## config.mk

```make
export PLATFORM = sky130hd
export DESIGN_NAME = sync_length_sum_deframer
export DESIGN_NICKNAME = d
export VERILOG_FILES = /design/src/rtl/slsd_pkg.sv /design/src/rtl/sync_length_sum_deframer.sv
export SDC_FILE = /design/constraint.sdc
export NUM_CORES = 2
export LEC_CHECK = 0
export ABC_AREA = 0
export BUFFER_PORTS_ARGS = -buffer_cell sky130_fd_sc_hd__buf_2
export CORE_MARGIN = 8
export CORE_UTILIZATION = 55
export CTS_CLUSTER_SIZE = 40
export DETAILED_ROUTE_END_ITERATION = 7
export PLACE_DENSITY = 0.72
export SETUP_SLACK_MARGIN = 0.3
export SYNTH_ARGS = -nofsm -noshare
export SYNTH_HDL_FRONTEND = slang
export SYNTH_SLANG_ARGS = --single-unit
```

## constraint.sdc

```tcl
create_clock -name clk -period 5.4 [get_ports clk]
set_input_delay 0.81 -clock clk [delete_from_list [all_inputs] [get_ports clk]]
set_output_delay 0.81 -clock clk [all_outputs]
set_load 0.02 [all_outputs]
```

## src/rtl/slsd_pkg.sv

```systemverilog
package slsd_pkg;

	localparam int RING_DEPTH_DEF = 256;
	localparam int MIN_FRAME_DEF  = 4;
	localparam int MAX_FRAME_DEF  = 64;

	localparam logic [7:0] SYNC_FIRST  = 8'hEB;
	localparam logic [7:0] SYNC_SECOND = 8'h90;
	localparam logic [7:0] SUM_GOOD    = 8'h00;

	localparam logic [2:0] ST_STORED  = 3'd0;
	localparam logic [2:0] ST_WAIT    = 3'd1;
	localparam logic [2:0] ST_DROP    = 3'd2;
	localparam logic [2:0] ST_FRAME   = 3'd3;
	localparam logic [2:0] ST_BAD     = 3'd4;
	localparam logic [2:0] ST_OVERRUN = 3'd5;

endpackage

```

## src/rtl/sync_length_sum_deframer.sv

```systemverilog
// timing: a push result is registered once the request is taken and the output is free; a poll
// reads the sync pair and the length, and a frame is first summed over all len bytes, also when
// the checksum turns out bad, before a good frame gives out its bytes in order
// throughput: one request at a time, as one read port walks the frame for the sum and then
// again for the bytes; each result waits while the output is held by back-pressure
// reset: read and write points cleared; the ring memory is not cleared, only held entries are read
module sync_length_sum_deframer #(
	parameter int RING_DEPTH = slsd_pkg::RING_DEPTH_DEF,
	parameter int MIN_FRAME  = slsd_pkg::MIN_FRAME_DEF,
	parameter int MAX_FRAME  = slsd_pkg::MAX_FRAME_DEF
) (
	input  logic       clk,
	input  logic       arst_n,
	input  logic       s_tvalid,
	output logic       s_tready,
	input  logic [7:0] s_tdata,  // rx_byte
	input  logic [0:0] s_tuser,  // mode
	output logic       m_tvalid,
	input  logic       m_tready,
	output logic [7:0] m_tdata,  // frame_byte
	output logic [2:0] m_tuser,  // status
	output logic       m_tlast   // last
);

	localparam int PW = (RING_DEPTH > 1) ? $clog2(RING_DEPTH) : 1;
	localparam int KW = (MAX_FRAME > 1) ? $clog2(MAX_FRAME) : 1;
	localparam int SW = 9;

	localparam logic [3:0] S_IDLE   = 4'd0;
	localparam logic [3:0] S_PUSH   = 4'd1;
	localparam logic [3:0] S_POLL   = 4'd2;
	localparam logic [3:0] S_HDR0   = 4'd3;
	localparam logic [3:0] S_HDR1   = 4'd4;
	localparam logic [3:0] S_LEN    = 4'd5;
	localparam logic [3:0] S_SUM    = 4'd6;
	localparam logic [3:0] S_SUMEND = 4'd7;
	localparam logic [3:0] S_CHK    = 4'd8;
	localparam logic [3:0] S_EMA    = 4'd9;
	localparam logic [3:0] S_EMD    = 4'd10;
	localparam logic [3:0] S_REPORT = 4'd11;

	logic [7:0]    ring_q [RING_DEPTH];
	logic [7:0]    rd_data_q;
	logic [PW-1:0] rd_addr;
	logic [SW-1:0] rd_off;

	logic [3:0]    state_q;
	logic [PW-1:0] wp_q, rp_q;
	logic [7:0]    byte_q;
	logic          sync_q;
	logic [7:0]    len_q;
	logic [KW-1:0] k_q;
	logic [7:0]    sum_q;
	logic          sum_v_s1;
	logic [2:0]    rep_status_q;

	logic          m_tvalid_q, m_tlast_q;
	logic [7:0]    m_tdata_q;
	logic [2:0]    m_tuser_q;

	logic [PW:0]   held;
	logic          out_free;
	logic          out_load;
	logic          k_last;

	// base plus offset, wrapped once around the ring
	function automatic logic [PW-1:0] ring_pos(input logic [PW-1:0] base,
		input logic [SW-1:0] off);
		logic [SW:0] s;
		s = (SW+1)'(base) + (SW+1)'(off);
		if (s >= (SW+1)'(RING_DEPTH))
			s = s - (SW+1)'(RING_DEPTH);
		return s[PW-1:0];
	endfunction

	assign held = (wp_q >= rp_q) ? ((PW+1)'(wp_q) - (PW+1)'(rp_q))
		: ((PW+1)'(wp_q) + (PW+1)'(RING_DEPTH) - (PW+1)'(rp_q));
	assign out_free = !m_tvalid_q || m_tready;
	assign out_load = out_free
		&& (state_q == S_PUSH || state_q == S_EMD || state_q == S_REPORT);
	assign k_last   = (8'(k_q) + 8'd1) == len_q;
	assign s_tready = (state_q == S_IDLE);

	always_comb begin
		unique case (state_q)
			S_HDR0:                    rd_off = SW'(1);
			S_HDR1:                    rd_off = SW'(2);
			S_SUM, S_EMA, S_EMD:       rd_off = SW'(k_q);
			default:                   rd_off = '0;
		endcase
	end
	assign rd_addr = ring_pos(rp_q, rd_off);

	always_ff @(posedge clk) begin
		rd_data_q <= ring_q[rd_addr];
		if (state_q == S_PUSH && out_free && held < (PW+1)'(RING_DEPTH - 1))
			ring_q[wp_q] <= byte_q;
	end

	always_ff @(posedge clk) begin
		if (s_tvalid && s_tready)
			byte_q <= s_tdata;
	end

	always_ff @(posedge clk or negedge arst_n) begin
		if (!arst_n) begin
			state_q      <= S_IDLE;
			wp_q         <= '0;
			rp_q         <= '0;
			sync_q       <= 1'b0;
			len_q        <= '0;
			k_q          <= '0;
			sum_q        <= '0;
			sum_v_s1     <= 1'b0;
			rep_status_q <= slsd_pkg::ST_WAIT;
			m_tvalid_q   <= 1'b0;
			m_tdata_q    <= '0;
			m_tuser_q    <= '0;
			m_tlast_q    <= 1'b0;
		end else begin
			if (m_tvalid_q && m_tready && !out_load)
				m_tvalid_q <= 1'b0;

			// read data is registered, so the sum adds it in the cycle after its address
			sum_v_s1 <= (state_q == S_SUM);
			if (sum_v_s1)
				sum_q <= sum_q + rd_data_q;

			unique case (state_q)
				S_IDLE: begin
					if (s_tvalid)
						state_q <= s_tuser[0] ? S_POLL : S_PUSH;
				end
				S_PUSH: begin
					if (out_free) begin
						m_tvalid_q <= 1'b1;
						m_tdata_q  <= '0;
						m_tlast_q  <= 1'b0;
						if (held >= (PW+1)'(RING_DEPTH - 1)) begin
							m_tuser_q <= slsd_pkg::ST_OVERRUN;
						end else begin
							m_tuser_q <= slsd_pkg::ST_STORED;
							wp_q      <= ring_pos(wp_q, SW'(1));
						end
						state_q <= S_IDLE;
					end
				end
				S_POLL: begin
					if (held < (PW+1)'(MIN_FRAME)) begin
						rep_status_q <= slsd_pkg::ST_WAIT;
						state_q      <= S_REPORT;
					end else begin
						state_q <= S_HDR0;
					end
				end
				S_HDR0: begin
					sync_q  <= (rd_data_q == slsd_pkg::SYNC_FIRST);
					state_q <= S_HDR1;
				end
				S_HDR1: begin
					sync_q  <= sync_q && (rd_data_q == slsd_pkg::SYNC_SECOND);
					state_q <= S_LEN;
				end
				S_LEN: begin
					len_q   <= rd_data_q;
					k_q     <= '0;
					sum_q   <= '0;
					state_q <= S_REPORT;
					priority if (!sync_q) begin
						rp_q         <= ring_pos(rp_q, SW'(1));
						rep_status_q <= slsd_pkg::ST_DROP;
					end else if (rd_data_q < 8'(MIN_FRAME) || rd_data_q > 8'(MAX_FRAME)
						|| SW'(rd_data_q) > SW'(RING_DEPTH - 1)) begin
						rp_q         <= ring_pos(rp_q, SW'(2));
						rep_status_q <= slsd_pkg::ST_BAD;
					end else if (SW'(held) < SW'(rd_data_q)) begin
						rep_status_q <= slsd_pkg::ST_WAIT;
					end else begin
						state_q <= S_SUM;
					end
				end
				S_SUM: begin
					if (k_last) begin
						state_q <= S_SUMEND;
					end else begin
						k_q <= k_q + KW'(1);
					end
				end
				S_SUMEND: begin
					state_q <= S_CHK;
				end
				S_CHK: begin
					k_q <= '0;
					if (sum_q != slsd_pkg::SUM_GOOD) begin
						rp_q         <= ring_pos(rp_q, SW'(2));
						rep_status_q <= slsd_pkg::ST_BAD;
						state_q      <= S_REPORT;
					end else begin
						state_q <= S_EMA;
					end
				end
				S_EMA: begin
					state_q <= S_EMD;
				end
				S_EMD: begin
					if (out_free) begin
						m_tvalid_q <= 1'b1;
						m_tdata_q  <= rd_data_q;
						m_tuser_q  <= slsd_pkg::ST_FRAME;
						m_tlast_q  <= k_last;
						if (k_last) begin
							rp_q    <= ring_pos(rp_q, SW'(len_q));
							state_q <= S_IDLE;
						end else begin
							k_q     <= k_q + KW'(1);
							state_q <= S_EMA;
						end
					end
				end
				S_REPORT: begin
					if (out_free) begin
						m_tvalid_q <= 1'b1;
						m_tdata_q  <= '0;
						m_tuser_q  <= rep_status_q;
						m_tlast_q  <= 1'b0;
						state_q    <= S_IDLE;
					end
				end
				default: begin
					state_q <= S_IDLE;
				end
			endcase
		end
	end

	assign m_tvalid = m_tvalid_q;
	assign m_tdata  = m_tdata_q;
	assign m_tuser  = m_tuser_q;
	assign m_tlast  = m_tlast_q;

endmodule

```

==> impl_summary.md <==
Floorplanning
The core region is 0.156 mm2. The number of standard-cell rows in the floorplan is 145. For this design the top-level I/O count stands at 27. The horizontal die dimension is 411 um. The height of the die is 411 um. The die covers 0.169 mm2. The initial core utilization is 55.1%.

Timing
The accumulated negative setup slack is 0 ps. The final hold slack is 139 ps. The final period utilization is 91.3%.

The clock tree skew after final layout is 53.0 ps. Setup repair after global routing left no endpoint under its margin. The count of pins over their slew limit came to 0. The number of failing setup endpoints in the final timing report is 0.

The fmax is 203 MHz. The total count of hold-check failures in the final report was 0. The worst-case headroom to the max-slew limit is 7.16%.

The shortest period the worst path allows is 4930 ps. The transition time of the tightest slew-check pin is 1380 ps.

Worst setup path
The endpoint kind of the worst setup timing path is a register. At the worst endpoint, the arrival time is 5650 ps. The critical path required time is 6120 ps. The critical setup path kind is register to register.

The number of cells on the worst reg-to-reg path is 13. The critical path goes through nand2b_1 -> nor2_1 -> nand2_1 -> o21ai_0 -> ha_4 -> fa_4 -> buf_12 -> buf_12 -> buf_4 -> mux4_2 -> mux4_2 -> o2111ai_1 -> nor3_1. The worst-case register-to-register setup slack is 470 ps. In this design, the stage delay of the slowest critical-path cell is 970 ps.

The logic depth of the worst path, buffers included is 13. The kind of cell with the highest combined delay on the critical path is adder cells. The number of buffers and inverters on the critical path is 3. The maximum fanout along the worst path is 28. The largest individual stage delay along the critical path comes from the cell sky130_fd_sc_hd__fa_4. STA classifies the critical path startpoint as a register.

Yosys
The synthesized area divided by synthesized cell count is 19.9 um2. Counting flops and latches in the post-synthesis netlist gives 2124. The synthesized netlist cell count is 4306. Of all flip-flops after synthesis, the portion carrying an async set or reset was 2.82%. The total number of yosys warnings is 0. The synthesized netlist occupies a cell area of 0.0858 mm2. When the netlist entered floorplanning its net count stood at 4365. The netlist uses 85 different library cells. After synthesis, flip-flops and latches occupy 73.9% of the total area. Counting flops with a built-in enable in the synthesized netlist gives 2056. The most used flip-flop cell after synthesis is sky130_fd_sc_hd__edfxtp_1.

CTS
The tree is rooted in a sky130_fd_sc_hd__clkbuf_16. The clock net in this run drives a total of 2124 sinks. The source-to-sink clock delay at the later pin of the worst-skew pair is 850 ps. The number of buffers added to fix hold violations after cts is 0.

The TritonCTS clock tree is yes. In this run, CTS created clock tree buffers numbering 207. The H-tree depth is 4. The maximum clock insertion buffer count is 3. The clock-pin slew on the worst setup and hold paths is 60 ps.

Hold path
The worst hold path depth is 1. The path class of the tightest hold or removal check is input port to register.

Flow run
Max-cap violations in this run came to 0.

Placement
The estimated wirelength of the detail-placed design is 123000 um. The count of buffers added on input and output ports is 26. Routability-driven placement finished with a final weighted congestion of 0.903. The number of cells after detailed placement is 6475.

Route
The detail route stage leaves a number of antenna-violating nets equal to 0. The routed length per placed instance is 30.5 um. The final route contains 45.6k vias.

In this run, the number of DRC markers left after iteration 0 of detailed routing was 6277. Dividing the detail-routed via count by the number of cells gives 6.65. The first detailed-routing pass ran for 8 iterations.

After detailed routing, the number of remaining DRC violations is 0. The wire length reported by the detailed router is 209000 um.

Global routing
The number of antenna violations at the first check in global routing is 3. The maximum number of pins on one net before global-route repair is 226. The total congestion overflow is 0.

Global routing used 24.7% of the available tracks. The global-route wire length before repair is 310000 um. The via count of the first global-routing pass is 45.7k.

Pwr
The leakage power is 30.9 nW. The total power density per cell area is 539 mW/mm2. VDD sags by at most 415 uV.

Cells and area
The area growth from synthesis to layout is 13.2%. The count of nets after finishing is 4687. The final cell count without fillers is 6854. In the final layout, the multi-input gates occupy 0.0211 mm2. The register area is 0.0634 mm2.

The share of final-layout standard cells stronger than drive strength 1 is 27.6%. The count of filler cells inserted in the layout is 10.4k.

Outcome
The flow ran to the end, and the final reports show no timing, DRC or antenna violations.
## timing repair
item / 4_1_cts / 5_1_grt
endpoints found under the setup margin: 2 / 8
pin swaps: 0 / 1
setup buffers: 0 / 1
gates resized for setup: 2 / 13
## final cells by class
type / count / area share (%)
multi-input cells: 1845 / 21.7
diodes: 1 / 0.00258
flip-flops and latches: 2124 / 65.3
clock inverters: 106 / 0.886
repair buffers: 408 / 3.62
inverters: 42 / 0.173
clock buffers: 270 / 5.67
well taps: 2058 / 2.65
## per-stage QoR
step	util, %	area (um2)	setup WS [ps]	total power [mW]
5_1_grt	62.4	97100	329	54.1
3_3_place_gp	58.2	90600	226	38.5
6_report	62.4	97100	470	52.3
3_5_place_dp	58.2	90600	230	38.8
2_1_floorplan	-	85800	1350	32.2
4_1_cts	62.3	97000	279	52.4
## kinds of logic (layout without fill, tap and decap cells)
family	count (synthesis)	count (layout)	synth area share, %
multiplexers	631	631	15.8
adder cells (fa/ha/maj)	46	46	0.706
flip-flops	2124	2124	73.9
other	0	1	0
AO/OA/AOI/OAI	339	339	2.78
XOR/XNOR	28	28	0.286
buffers and inverters	337	826	1.72
AND/OR/NAND/NOR	801	801	4.81
## where the power goes
group	switching [mW]	internal, mW
clock	6.11	7.58
sequential	0.429	19.3
combinational	11.3	7.57
total	17.9	34.5
## cells in the mapped netlist, drive strengths merged, types with 15 or more instances
cell type	count	area, um2
nor2	67	251
nor2b	15	93.8
a2111oi	25	238
nor4	139	882
and3	25	156
inv	42	158
o221ai	19	166
buf	138	729
nand2	239	900
nand2b	19	119
nor3	145	731
clkbuf	157	589
mux2	28	315
nand3	39	195
o21ai	111	556
a21oi	31	159
nand4	50	313
edfxtp	2056	61700
xnor2	17	149
a211oi	24	185
ha	42	526
dfrtp	59	1480
and4	19	166
mux4	576	13000
mux2i	27	274
o2111ai	17	149
## layer usage
metal	part of all wire [%]	wire, um	up-vias	global-route usage, %
li1	-	-	18700	-
met1	40	82800	23816	35.5
met2	47	99200	2650	38.8
met3	9.7	20200	410	4.63
met4	3.2	6790	2	7.95
met5	0.0091	19	-	0
## placed cells by master, fill, tap and decap left out, drive strengths merged, types with 28 or more instances in the layout
cell type	count
nand4	50
mux4	576
o21ai	111
clkbuf	270
nand2	239
buf	408
clkinv	85
mux2	28
ha	42
edfxtp	2056
nand3	39
nor2	67
inv	47
a21oi	31
dfrtp	59
nor4	139
nor3	145
## registers in the layout, summed over array words and instances, names as in the netlist, 4 cells and up
| name | count |
|---|---|
| byte_q | 8 |
| k_q | 6 |
| len_q | 8 |
| m_tdata | 8 |
| rd_data_q | 8 |
| ring_q | 2048 |
| rp_q | 8 |
| state_q | 4 |
| sum_q | 8 |
| wp_q | 8 |
## path summary, 6_finish.rpt
kind | start | to
max in group asynchronous | arst_n | wp_q[3]
min reg2reg | m_tuser[0] | m_tuser[0]
min | s_tdata[3] | byte_q[3]
max reg2reg | state_q[3] | rd_data_q[7]
max | state_q[3] | rd_data_q[7]
min in group asynchronous | arst_n | m_tdata[2]
Power figures use the tool's default switching activity.
